--- config.mk ---
export PLATFORM = sky130hd
export DESIGN_NAME = frustum_plane_cull_test_top
export DESIGN_NICKNAME = d
export VERILOG_FILES = /design/src/rtl/fpct_pkg.sv /design/src/rtl/frustum_plane_cull_test_top.sv /design/src/rtl/fpct_planes.sv /design/src/rtl/fpct_mac.sv
export SDC_FILE = /design/constraint.sdc
export NUM_CORES = 2
export LEC_CHECK = 0
export BUFFER_PORTS_ARGS = -buffer_cell sky130_fd_sc_hd__buf_2
export CAP_MARGIN = 40
export CORE_MARGIN = 4
export CORE_UTILIZATION = 30
export DETAILED_ROUTE_END_ITERATION = 7
export PLACE_DENSITY = 0.54
export SYNTH_ARGS = -nofsm -noshare
export SYNTH_HDL_FRONTEND = slang
export SYNTH_SLANG_ARGS = --single-unit
--- constraint.sdc ---
create_clock -name clk -period 11.9 [get_ports clk]
set_input_delay 0.595 -clock clk [delete_from_list [all_inputs] [get_ports clk]]
set_output_delay 0.595 -clock clk [all_outputs]
set_load 0.02 [all_outputs]
--- src/rtl/fpct_pkg.sv ---
// Shared types and constants for the frustum plane cull test block.
// No dependencies; used by the top, the multiply-accumulate unit and the checker.
package fpct_pkg;

  localparam int S_TDATA_W = 320;
  localparam int S_TUSER_W = 3;
  localparam int M_TDATA_W = 8;

  localparam int COEFF_W  = 32;
  localparam int CENTER_W = 32;
  localparam int EXTENT_W = 31;
  localparam int MUL_W    = 33;
  localparam int PROD_W   = 2 * MUL_W;
  localparam int ACC_W    = 67;
  localparam int TERM_W   = 3;

  localparam logic [S_TUSER_W-1:0] OP_LOAD   = 3'd0;
  localparam logic [S_TUSER_W-1:0] OP_POINT  = 3'd1;
  localparam logic [S_TUSER_W-1:0] OP_SPHERE = 3'd2;
  localparam logic [S_TUSER_W-1:0] OP_CUBE   = 3'd3;
  localparam logic [S_TUSER_W-1:0] OP_BOX    = 3'd4;

  localparam logic [TERM_W-1:0] TERM_AX   = 3'd0;
  localparam logic [TERM_W-1:0] TERM_BY   = 3'd1;
  localparam logic [TERM_W-1:0] TERM_CZ   = 3'd2;
  localparam logic [TERM_W-1:0] TERM_AEX  = 3'd3;
  localparam logic [TERM_W-1:0] TERM_BEY  = 3'd4;
  localparam logic [TERM_W-1:0] TERM_CEZ  = 3'd5;

  typedef struct packed {
    logic signed [COEFF_W-1:0] a;
    logic signed [COEFF_W-1:0] b;
    logic signed [COEFF_W-1:0] c;
    logic signed [COEFF_W-1:0] d;
  } plane_t;

  typedef struct packed {
    logic init;
    logic issue;
  } mac_ctrl_t;

endpackage

--- src/rtl/frustum_plane_cull_test_top.sv ---
// Frustum plane cull test: a plane register file, a shared multiply-accumulate
// unit and the sequencer that runs it. Depends on fpct_pkg, fpct_planes, fpct_mac.
//
// A load transfer writes one clip plane and gives no result. A test transfer
// runs the planes one after another through one 33x33 multiplier that yields
// a single product per cycle, ending early at the first plane that culls the
// shape; the input is held off until the test ends. The result sits in an
// output register, so a new item can be accepted while it waits; a later
// test that finishes before that result is taken holds in its last step
// until the output is free.
module frustum_plane_cull_test_top #(
  parameter int PLANE_COUNT   = 6,
  parameter int FRACTION_BITS = 16
) (
  input  logic                             clk,
  input  logic                             rst,
  input  logic                             s_tvalid,
  output logic                             s_tready,
  // plane_index, plane_a, plane_b, plane_c, plane_d, center_x, center_y,
  // center_z, extent_x, extent_y, extent_z
  input  logic [fpct_pkg::S_TDATA_W-1:0]   s_tdata,
  // operation
  input  logic [fpct_pkg::S_TUSER_W-1:0]   s_tuser,
  output logic                             m_tvalid,
  input  logic                             m_tready,
  // inside_res, then zero fill
  output logic [fpct_pkg::M_TDATA_W-1:0]   m_tdata
);
  import fpct_pkg::*;

  localparam int PIDX_W = (PLANE_COUNT > 1) ? $clog2(PLANE_COUNT) : 1;

  typedef enum logic [2:0] {
    S_IDLE, S_FETCH, S_INIT, S_RUN, S_DRAIN, S_CHECK
  } state_t;

  state_t state;

  logic [2:0]                  plane_index;
  plane_t                      load_plane;
  logic signed [CENTER_W-1:0]  center_x, center_y, center_z;
  logic [EXTENT_W-1:0]         extent_x, extent_y, extent_z;

  logic [S_TUSER_W-1:0]        op_q;
  logic signed [CENTER_W-1:0]  cx_q, cy_q, cz_q;
  logic [EXTENT_W-1:0]         ex_q, ey_q, ez_q;
  logic [PIDX_W-1:0]           pcnt;
  logic [TERM_W-1:0]           term;
  logic                        inside_res;

  plane_t                      cur_plane;
  mac_ctrl_t                   mac_ctrl;
  logic signed [ACC_W-1:0]     init_val;
  logic signed [MUL_W-1:0]     op_a, op_b;
  logic                        acc_neg;
  logic [TERM_W-1:0]           term_sel;
  logic [TERM_W-1:0]           last_term;
  logic                        load_we;
  logic                        last_plane;
  logic                        res_fire;

  assign plane_index  = s_tdata[2:0];
  assign load_plane.a = s_tdata[34:3];
  assign load_plane.b = s_tdata[66:35];
  assign load_plane.c = s_tdata[98:67];
  assign load_plane.d = s_tdata[130:99];
  assign center_x     = s_tdata[162:131];
  assign center_y     = s_tdata[194:163];
  assign center_z     = s_tdata[226:195];
  assign extent_x     = s_tdata[257:227];
  assign extent_y     = s_tdata[288:258];
  assign extent_z     = s_tdata[319:289];

  assign s_tready = (state == S_IDLE);
  assign load_we  = s_tvalid && s_tready && (s_tuser == OP_LOAD) &&
                    ({1'b0, plane_index} < 4'(PLANE_COUNT));

  fpct_planes #(
    .WIDTH  ($bits(plane_t)),
    .DEPTH  (PLANE_COUNT),
    .ADDR_W (PIDX_W)
  ) u_planes (
    .clk   (clk),
    .we    (load_we),
    .waddr (plane_index[PIDX_W-1:0]),
    .wdata (load_plane),
    .raddr (pcnt),
    .rdata (cur_plane)
  );

  function automatic logic signed [MUL_W-1:0] abs_coeff(logic signed [COEFF_W-1:0] v);
    logic signed [MUL_W-1:0] w;
    w = MUL_W'(v);
    return w[MUL_W-1] ? -w : w;
  endfunction

  assign last_term  = ((op_q == OP_CUBE) || (op_q == OP_BOX)) ? TERM_CEZ : TERM_CZ;
  assign last_plane = (pcnt == PIDX_W'(PLANE_COUNT - 1));
  assign term_sel   = (state == S_INIT) ? TERM_AX : term;
  assign res_fire   = (state == S_CHECK) && (acc_neg || last_plane) &&
                      (!m_tvalid || m_tready);

  always_comb begin
    mac_ctrl.init  = (state == S_INIT);
    mac_ctrl.issue = (state == S_INIT) || (state == S_RUN);
    init_val = ACC_W'(cur_plane.d) <<< FRACTION_BITS;
    if (op_q == OP_SPHERE) begin
      init_val = init_val + (ACC_W'(ex_q) <<< FRACTION_BITS);
    end
    case (term_sel)
      TERM_AX: begin
        op_a = MUL_W'(cur_plane.a);
        op_b = MUL_W'(cx_q);
      end
      TERM_BY: begin
        op_a = MUL_W'(cur_plane.b);
        op_b = MUL_W'(cy_q);
      end
      TERM_CZ: begin
        op_a = MUL_W'(cur_plane.c);
        op_b = MUL_W'(cz_q);
      end
      TERM_AEX: begin
        op_a = abs_coeff(cur_plane.a);
        op_b = $signed({2'b00, ex_q});
      end
      TERM_BEY: begin
        op_a = abs_coeff(cur_plane.b);
        op_b = $signed({2'b00, ey_q});
      end
      TERM_CEZ: begin
        op_a = abs_coeff(cur_plane.c);
        op_b = $signed({2'b00, ez_q});
      end
      default: begin
        op_a = '0;
        op_b = '0;
      end
    endcase
  end

  fpct_mac u_mac (
    .clk      (clk),
    .rst      (rst),
    .ctrl     (mac_ctrl),
    .init_val (init_val),
    .op_a     (op_a),
    .op_b     (op_b),
    .acc_neg  (acc_neg)
  );

  always_ff @(posedge clk) begin
    if (rst) begin
      state    <= S_IDLE;
      m_tvalid <= 1'b0;
      pcnt     <= '0;
      term     <= TERM_AX;
    end else begin
      if (res_fire) begin
        m_tvalid <= 1'b1;
      end else if (m_tvalid && m_tready) begin
        m_tvalid <= 1'b0;
      end
      case (state)
        S_IDLE: begin
          pcnt <= '0;
          if (s_tvalid) begin
            op_q <= s_tuser;
            cx_q <= center_x;
            cy_q <= center_y;
            cz_q <= center_z;
            ex_q <= extent_x;
            ey_q <= (s_tuser == OP_CUBE) ? extent_x : extent_y;
            ez_q <= (s_tuser == OP_CUBE) ? extent_x : extent_z;
            if (s_tuser inside {[OP_POINT:OP_BOX]}) begin
              state <= S_FETCH;
            end
          end
        end
        S_FETCH: begin
          state <= S_INIT;
        end
        S_INIT: begin
          term  <= TERM_BY;
          state <= S_RUN;
        end
        S_RUN: begin
          if (term == last_term) begin
            state <= S_DRAIN;
          end else begin
            term <= term + 1'b1;
          end
        end
        S_DRAIN: begin
          state <= S_CHECK;
        end
        S_CHECK: begin
          if (res_fire) begin
            inside_res <= !acc_neg;
            state      <= S_IDLE;
          end else if (!acc_neg && !last_plane) begin
            pcnt  <= pcnt + 1'b1;
            state <= S_FETCH;
          end
        end
        default: begin
          state <= S_IDLE;
        end
      endcase
    end
  end

  assign m_tdata = {{(M_TDATA_W - 1){1'b0}}, inside_res};

endmodule

--- src/rtl/fpct_planes.sv ---
// Generic RAM with one write port and one registered read port.
// No dependencies; the instance sets the word width, the depth and the address width.
module fpct_planes #(
  parameter int WIDTH  = 128,
  parameter int DEPTH  = 6,
  parameter int ADDR_W = 3
) (
  input  logic              clk,
  input  logic              we,
  input  logic [ADDR_W-1:0] waddr,
  input  logic [WIDTH-1:0]  wdata,
  input  logic [ADDR_W-1:0] raddr,
  output logic [WIDTH-1:0]  rdata
);

  logic [WIDTH-1:0] mem [DEPTH];

  always_ff @(posedge clk) begin
    if (we) begin
      mem[waddr] <= wdata;
    end
    rdata <= mem[raddr];
  end

endmodule

--- src/rtl/fpct_mac.sv ---
// Shared multiply-accumulate unit: one 33x33 signed product per cycle,
// registered, then added into a wide exact accumulator. Depends on fpct_pkg.
module fpct_mac (
  input  logic                              clk,
  input  logic                              rst,
  input  fpct_pkg::mac_ctrl_t               ctrl,
  input  logic signed [fpct_pkg::ACC_W-1:0] init_val,
  input  logic signed [fpct_pkg::MUL_W-1:0] op_a,
  input  logic signed [fpct_pkg::MUL_W-1:0] op_b,
  output logic                              acc_neg
);
  import fpct_pkg::*;

  logic signed [PROD_W-1:0] prod;
  logic                     prod_valid;
  logic signed [ACC_W-1:0]  acc;

  always_ff @(posedge clk) begin
    if (rst) begin
      prod_valid <= 1'b0;
    end else begin
      prod_valid <= ctrl.issue;
    end
    prod <= op_a * op_b;
    if (ctrl.init) begin
      acc <= init_val;
    end else if (prod_valid) begin
      acc <= acc + ACC_W'(prod);
    end
  end

  assign acc_neg = acc[ACC_W-1];

endmodule

[Word level (Yosys, flattened, before mapping)]
Memories as Yosys holds them, arrays and structs flattened. A register that Yosys moved wholly into a read port is not among the register bits.
Cells that the tools add are included.
Word-level totals
  input bits: 327
  bits in registers: 337
  memories: 1
  memory bits (writable): 768
  logic and storage cells: 105
Operators by class
  bitwise operators: 1
  eq/ne operators: 23
  reductions and logical operators: 27
  $lt $le $gt $ge: 3
  muxes and demuxes: 27
  multipliers: 1
  add/sub/neg operators: 7
Memory list
  u_planes.mem: depth 6, width 128, rd ports 1, clocked after Yosys merged registers in 1, write ports 1, RTL line fpct_planes.sv:16  | logic [WIDTH-1:0] mem [DEPTH];
Operators with widths (number)
  $pmux W33 S6: 2
  $mux W67: 3
  $mux W33: 3
  $neg A32 Y33: 3
  $add A67 B66 Y67: 1
  $mul A33 B33 Y66: 1
  $mux W31: 2
  $add A48 B48 Y49: 1
  $mux W3: 10
  $eq A3 B2 Y1 const B: 7
  $eq A3 B3 Y1 const B: 6
  $pmux W3 S6: 1
  $pmux W3 S2: 2
  $logic_not A3 Y1: 3
  $reduce_and A3 Y1: 3
  $logic_and A1 B1 Y1: 8
  $reduce_bool A2 Y1: 4
  $add A3 B1 Y3 const B: 2
  $eq A3 B1 Y1 const B: 2
  $ne A2 B1 Y1 const B: 3
  $ne A2 B2 Y1 const B: 3
  $logic_or A1 B1 Y1: 4
  $mux W1: 4
  $reduce_and A4 Y1: 1
  8 further kinds: 10

[Depth between registers and ports, before layout]
  depth in word-level cells: 6
  depth in mapped cells: 41
  mapped depth without buffers: 38

[Cells and area by module]
A second synthesis with hierarchy kept.
Unflattened totals
  cells, all modules: 8144
  area, all modules: 92562.5 um^2
By module, submodules not included
  fpct_mac: instances 1, cells each 5108, area each 46859.9 um^2, sequential area each 3353.2 um^2
  fpct_planes: instances 1, cells each 1633, area each 32521.2 um^2, sequential area each 25624.6 um^2
  frustum_plane_cull_test_top: instances 1, cells each 1403, area each 13181.4 um^2, sequential area each 5995.8 um^2

[Worst setup path before layout]
No wires, ideal clock.
  path kind: reg2reg
  from: reg state[0]
  to: mem u_planes.mem[0][0], enable pin
  path slack: 1.190 ns
  required time: 11.126 ns
  data arrival time: 9.936 ns
  cell stages (with the launch flop): 6
  path buffers: 1
  setup time: 0.774 ns
  path through: dfxtp_1 clkbuf_1 or3_1 inv_1 nand4b_1 nor3_1
On the way
  word-level cells in the longest chain between the ends: 6
Ends and longest elaborated chain
  start: declaration: RTL line frustum_plane_cull_test_top.sv:37  | state_t state;
  start signal: assignment: RTL line frustum_plane_cull_test_top.sv:154  | state <= S_IDLE;
  start signal: assignment: RTL line frustum_plane_cull_test_top.sv:176  | state <= S_FETCH;
  start signal: assignment: RTL line frustum_plane_cull_test_top.sv:181  | state <= S_INIT;
  $logic_not A3 Y1: RTL line frustum_plane_cull_test_top.sv:74  | assign s_tready = (state == S_IDLE);
  via s_tready: RTL line frustum_plane_cull_test_top.sv:18  | output logic s_tready,
  $logic_and A1 B1 Y1 (3 in a row): RTL line frustum_plane_cull_test_top.sv:75  | assign load_we = s_tvalid && s_tready && (s_tuser == OP_LOAD) &&
  $mux W1: RTL line fpct_planes.sv:19  | if (we) begin
  $mux W1 (implied by the code): RTL line fpct_planes.sv:20  | mem[waddr] <= wdata;
  end: declaration: RTL line fpct_planes.sv:16
The timed path passes the listed nets, and every way through them passes these cells.

[Worst setup path in the final report]
  from: reg u_planes.rdata[70] (read register of u_planes.mem)
  to: reg u_mac.prod[60]
On the way
  word-level cells in the longest chain between the ends: 4
Ends and longest elaborated chain
  start: declaration: RTL line fpct_planes.sv:13  | output logic [WIDTH-1:0] rdata
  $neg A32 Y33: RTL line frustum_plane_cull_test_top.sv:94  | return w[MUL_W-1] ? -w : w;
  $mux W33: RTL line frustum_plane_cull_test_top.sv:94
  $pmux W33 S6 *: RTL line frustum_plane_cull_test_top.sv:110  | case (term_sel)
  $mul A33 B33 Y66 *: RTL line fpct_mac.sv:24  | prod <= op_a * op_b;
  end signal: assignment: RTL line fpct_mac.sv:24
  end: declaration: RTL line fpct_mac.sv:14  | logic signed [PROD_W-1:0] prod;
Every way passes the cells marked *; elsewhere a longest branch is shown, timed or not.
A chain may end at the register's enable or synchronous reset.

==> impl_metrics.env <==
export IMPL_max_freq_ghz=0.0881
export IMPL_synth_cells=7962
export IMPL_rsz0062_at_grt="no"
export IMPL_cell_taking_the_most_area_after_synthesis="sky130_fd_sc_hd__edfxtp_1"
export IMPL_nFillCells=29550
export IMPL_place_congestion=0.935
export IMPL_synth_xor_area_share_pct=2.03
export IMPL_worst_pin_slew_ns=0.989
export IMPL_detail_route_drc_violations=0
export IMPL_synth_compound_gate_area_share_pct=7.56
export IMPL_synth_distinct_cells=87
export IMPL_worst_path_largest_cell_delay_ns=0.61
export IMPL_synth_top_family_by_area="adder cells"
export IMPL_tritoncts_num_buffers=133
export IMPL_finalSetupViolCount=0
export IMPL_muxShareOfSynthArea_pct=4.67
export IMPL_hold_class="in2reg"
export IMPL_status="complete, no violations"
export IMPL_cts_max_level=4
export IMPL_postRouteAntennaNets=0
export IMPL_synthesized_area_fraction_occupied_by_and_or_nand_nor_cells_pct=10.1
export IMPL_cts_tree="done"
export IMPL_total_congestion_overflow=0
export IMPL_clock_skew_ns=0.0488
export IMPL_clockBufferDepth=3
export IMPL_clockRootBuffer="sky130_fd_sc_hd__clkbuf_16"
export IMPL_synthesis_area_sq_mm=0.0900
export IMPL_maxSlewHeadroom_pct=33.4
export IMPL_yosys_area_top_type_share_pct=34.3
export IMPL_drive_gt1_share_pct=11.5
export IMPL_synth_adder_area_share_pct=30.0
export IMPL_dr_pass1_iters=6
export IMPL_io_buffer_count=329
export IMPL_dr_first_iter_drc_count=5988
export IMPL_synth_edff_count=1028
export IMPL_tmin_final_ns=11.35
export IMPL_crit_top_cell="sky130_fd_sc_hd__fa_1"
export IMPL_mostFrequentLayoutCells="sky130_fd_sc_hd__inv_1 (1195), sky130_fd_sc_hd__fa_1 (1147), sky130_fd_sc_hd__edfxtp_1 (1028)"
export IMPL_pin_count_of_the_biggest_net_entering_global_routing=143
export IMPL_dp_hpwl_mm=234
export IMPL_clk_latency_ns=0.79
export IMPL_std_cell_rows=200
export IMPL_cap_viol_max_count=0
export IMPL_grt_first_pass_wirelength_mm=444
export IMPL_final_total_negative_setup_slack_ns=0
export IMPL_yosys_top_cells_area="sky130_fd_sc_hd__edfxtp_1 (34%), sky130_fd_sc_hd__fa_1 (26%), sky130_fd_sc_hd__inv_1 (5.0%)"
export IMPL_synth_seq_area_share_pct=38.9
export IMPL_async_flop_share_pct=0
export IMPL_grt_total_usage_pct=19.4
export IMPL_total_of_flip_flops_plus_latches_after_synthesis=1233
export IMPL_critPathLaunchType="flip-flop"
export IMPL_vias=63122
export IMPL_synth_warnings=0
export IMPL_fin_nets=10230
export IMPL_timing_critical_path_slowest_stage_cell="sky130_fd_sc_hd__fa_1"
export IMPL_critPathKind="reg2reg"
export IMPL_grt_pass1_vias=65896
export IMPL_path_delay_family="adder cells"
export IMPL_drt_wirelength_per_cell_microns=24.2
export IMPL_floorplan_die_width_microns=556
export IMPL_post_cts_setup_repair_buffer_count=0
export IMPL_layout_area_overhead_vs_synth_pct=15.4
export IMPL_report_final_hold_viol_count=0
export IMPL_postPlaceCellArea_sq_mm=0.0977
export IMPL_final_area_sq_mm=0.104
export IMPL_worstSetupEndpointType="flip-flop"
export IMPL_ratio_of_routed_vias_to_standard_cells=5.05
export IMPL_start_util_pct=30.2
export IMPL_grt_antenna_before_repair=56
export IMPL_floorplan_io_pins=337
export IMPL_worst_setup_hold_path_clk_slew_ns=0.07
export IMPL_cp_arrival_ns=12.00
export IMPL_die_height_microns=556
export IMPL_most_used_flip_flop_cell_after_synthesis="sky130_fd_sc_hd__edfxtp_1"
export IMPL_numPlacedInstances=12067
export IMPL_max_slew_vio_count=0
export IMPL_worst_path_buf_inv=5
export IMPL_path_max_fanout=15
export IMPL_stdcell_count=12509
export IMPL_cts_num_sinks=1233
export IMPL_postSynthAreaPerCell_sq_um=11.3
export IMPL_layout_commonest_cell="sky130_fd_sc_hd__inv_1"
export IMPL_core_area_sq_mm=0.298
export IMPL_die_area_sq_mm=0.309
export IMPL_final_min_period_over_clock_period_pct=95.4
export IMPL_finalWirelength_mm=302
export IMPL_critPathRequiredTime_ns=12.55
[final timing paths]
check	from	end	slack, ns	cells after the start
setup / recovery	u_planes.rdata[70]	u_mac.prod[60]	0.55	34
hold / removal	s_tdata[176]	cy_q[13]	0.05	1
setup reg to reg	u_planes.rdata[70]	u_mac.prod[60]	0.55	34
hold reg to reg	u_planes.mem[4][92]	u_planes.rdata[92]	0.51	2
[area by class of cell]
class                           count  area [sq um]  share of cell area (%)
Tap cell                         3939          4930                    4.74
Inverter                         1196          4490                    4.32
Sequential cell                  1233         35000                    33.7
Clock buffer                      182          3620                    3.49
Multi-Input combinational cell   5129         49400                    47.6
Timing Repair Buffer              743          5630                    5.42
Antenna cell                       24          60.1                  0.0578
Clock inverter                     63           787                   0.757
[through the flow]
step / setup slack (ns) / util (%) / hold WS [ns]
6_report: 0.551 / 34.9 / 0.0485
5_1_grt: 0.0550 / 34.9 / 0.0148
4_1_cts: 0.553 / 34.9 / 0.000136
3_5_place_dp: 0.607 / 32.8 / 0.526
3_3_place_gp: 0.555 / 32.7 / 0.517
2_1_floorplan: 1.19 / - / 0.502
[flip-flops by register name (all words and copies together) (netlist names)]
register / flops
u_mac.prod: 66
pcnt: 3
ex_q: 31
state: 3
cz_q: 32
u_planes.rdata: 128
cx_q: 32
term: 3
u_mac.acc: 67
u_mac.prod_valid: 1
m_tvalid: 1
cy_q: 32
u_planes.mem: 768
op_q: 3
ez_q: 31
inside_res: 1
ey_q: 31
[Yosys cell counts (13+ instances only)]
library cell and count:
sky130_fd_sc_hd__or4_1 21, sky130_fd_sc_hd__nor2_1 796, sky130_fd_sc_hd__nor4_1 13, sky130_fd_sc_hd__nand3_1 64, sky130_fd_sc_hd__a31oi_1 23, sky130_fd_sc_hd__a221oi_1 35
sky130_fd_sc_hd__a21oi_1 352, sky130_fd_sc_hd__nand4_1 34, sky130_fd_sc_hd__nor2b_1 33, sky130_fd_sc_hd__or3_1 30, sky130_fd_sc_hd__or2_2 14, sky130_fd_sc_hd__mux4_2 128
sky130_fd_sc_hd__buf_1 40, sky130_fd_sc_hd__nand2_1 939, sky130_fd_sc_hd__a211oi_1 29, sky130_fd_sc_hd__nor3_1 57, sky130_fd_sc_hd__clkbuf_1 334, sky130_fd_sc_hd__buf_2 21
sky130_fd_sc_hd__fa_1 1147, sky130_fd_sc_hd__edfxtp_1 1028, sky130_fd_sc_hd__inv_1 1195, sky130_fd_sc_hd__o211ai_1 25, sky130_fd_sc_hd__a221o_1 23, sky130_fd_sc_hd__dfxtp_1 205
sky130_fd_sc_hd__xor2_1 95, sky130_fd_sc_hd__xnor2_1 114, sky130_fd_sc_hd__ha_1 320, sky130_fd_sc_hd__mux2i_1 131, sky130_fd_sc_hd__o21a_1 33, sky130_fd_sc_hd__a21o_1 108
sky130_fd_sc_hd__o21bai_1 27, sky130_fd_sc_hd__a22oi_1 24, sky130_fd_sc_hd__and3_1 28, sky130_fd_sc_hd__o31ai_1 38, sky130_fd_sc_hd__nand2b_1 34, sky130_fd_sc_hd__o41ai_1 15
sky130_fd_sc_hd__and2_1 41, sky130_fd_sc_hd__a222oi_1 37, sky130_fd_sc_hd__o21ai_0 174
[routing by layer]
metal	track usage [%]	vias to the layer above	part of all wire, %
li1	-	27360	-
met5	0	-	0.069
met1	25.7	32580	42
met3	4.06	550	7.7
met2	31.2	2600	46
met4	7.31	32	4.3
[worst reg2reg max path, delay by kind of cell (launching register included)]
| kind | cells | cell delay (ns) |
|---|---|---|
| DFF | 1 | 0.34 |
| adders and majority gates | 9 | 4.72 |
| and+or+nand+nor | 9 | 2.79 |
| buffers and inverters | 5 | 0.54 |
| AOI/OAI and AO/OA | 10 | 2.61 |
| xor gates and xnor gates | 1 | 0.23 |
[timing repair]
item                                   in CTS  in global routing
gates resized for setup                     0                  1
hold buffers                              171                  0
setup endpoints to repair                   0                  1
endpoints found under the hold margin     461                  0
[logic make-up (layout without fill, tap and decap cells)]
kind of cell	Yosys count	after routing
buf+inv	1606	2184
fa+ha+maj	1467	1467
compound gates	1038	1038
flops	1233	1233
mux	260	260
xor+xnor	209	209
simple gates	2148	2148
other cells	1	31
Power is not shown: default switching activity piles up to over one toggle a cycle in this logic, so the estimate is an artifact.
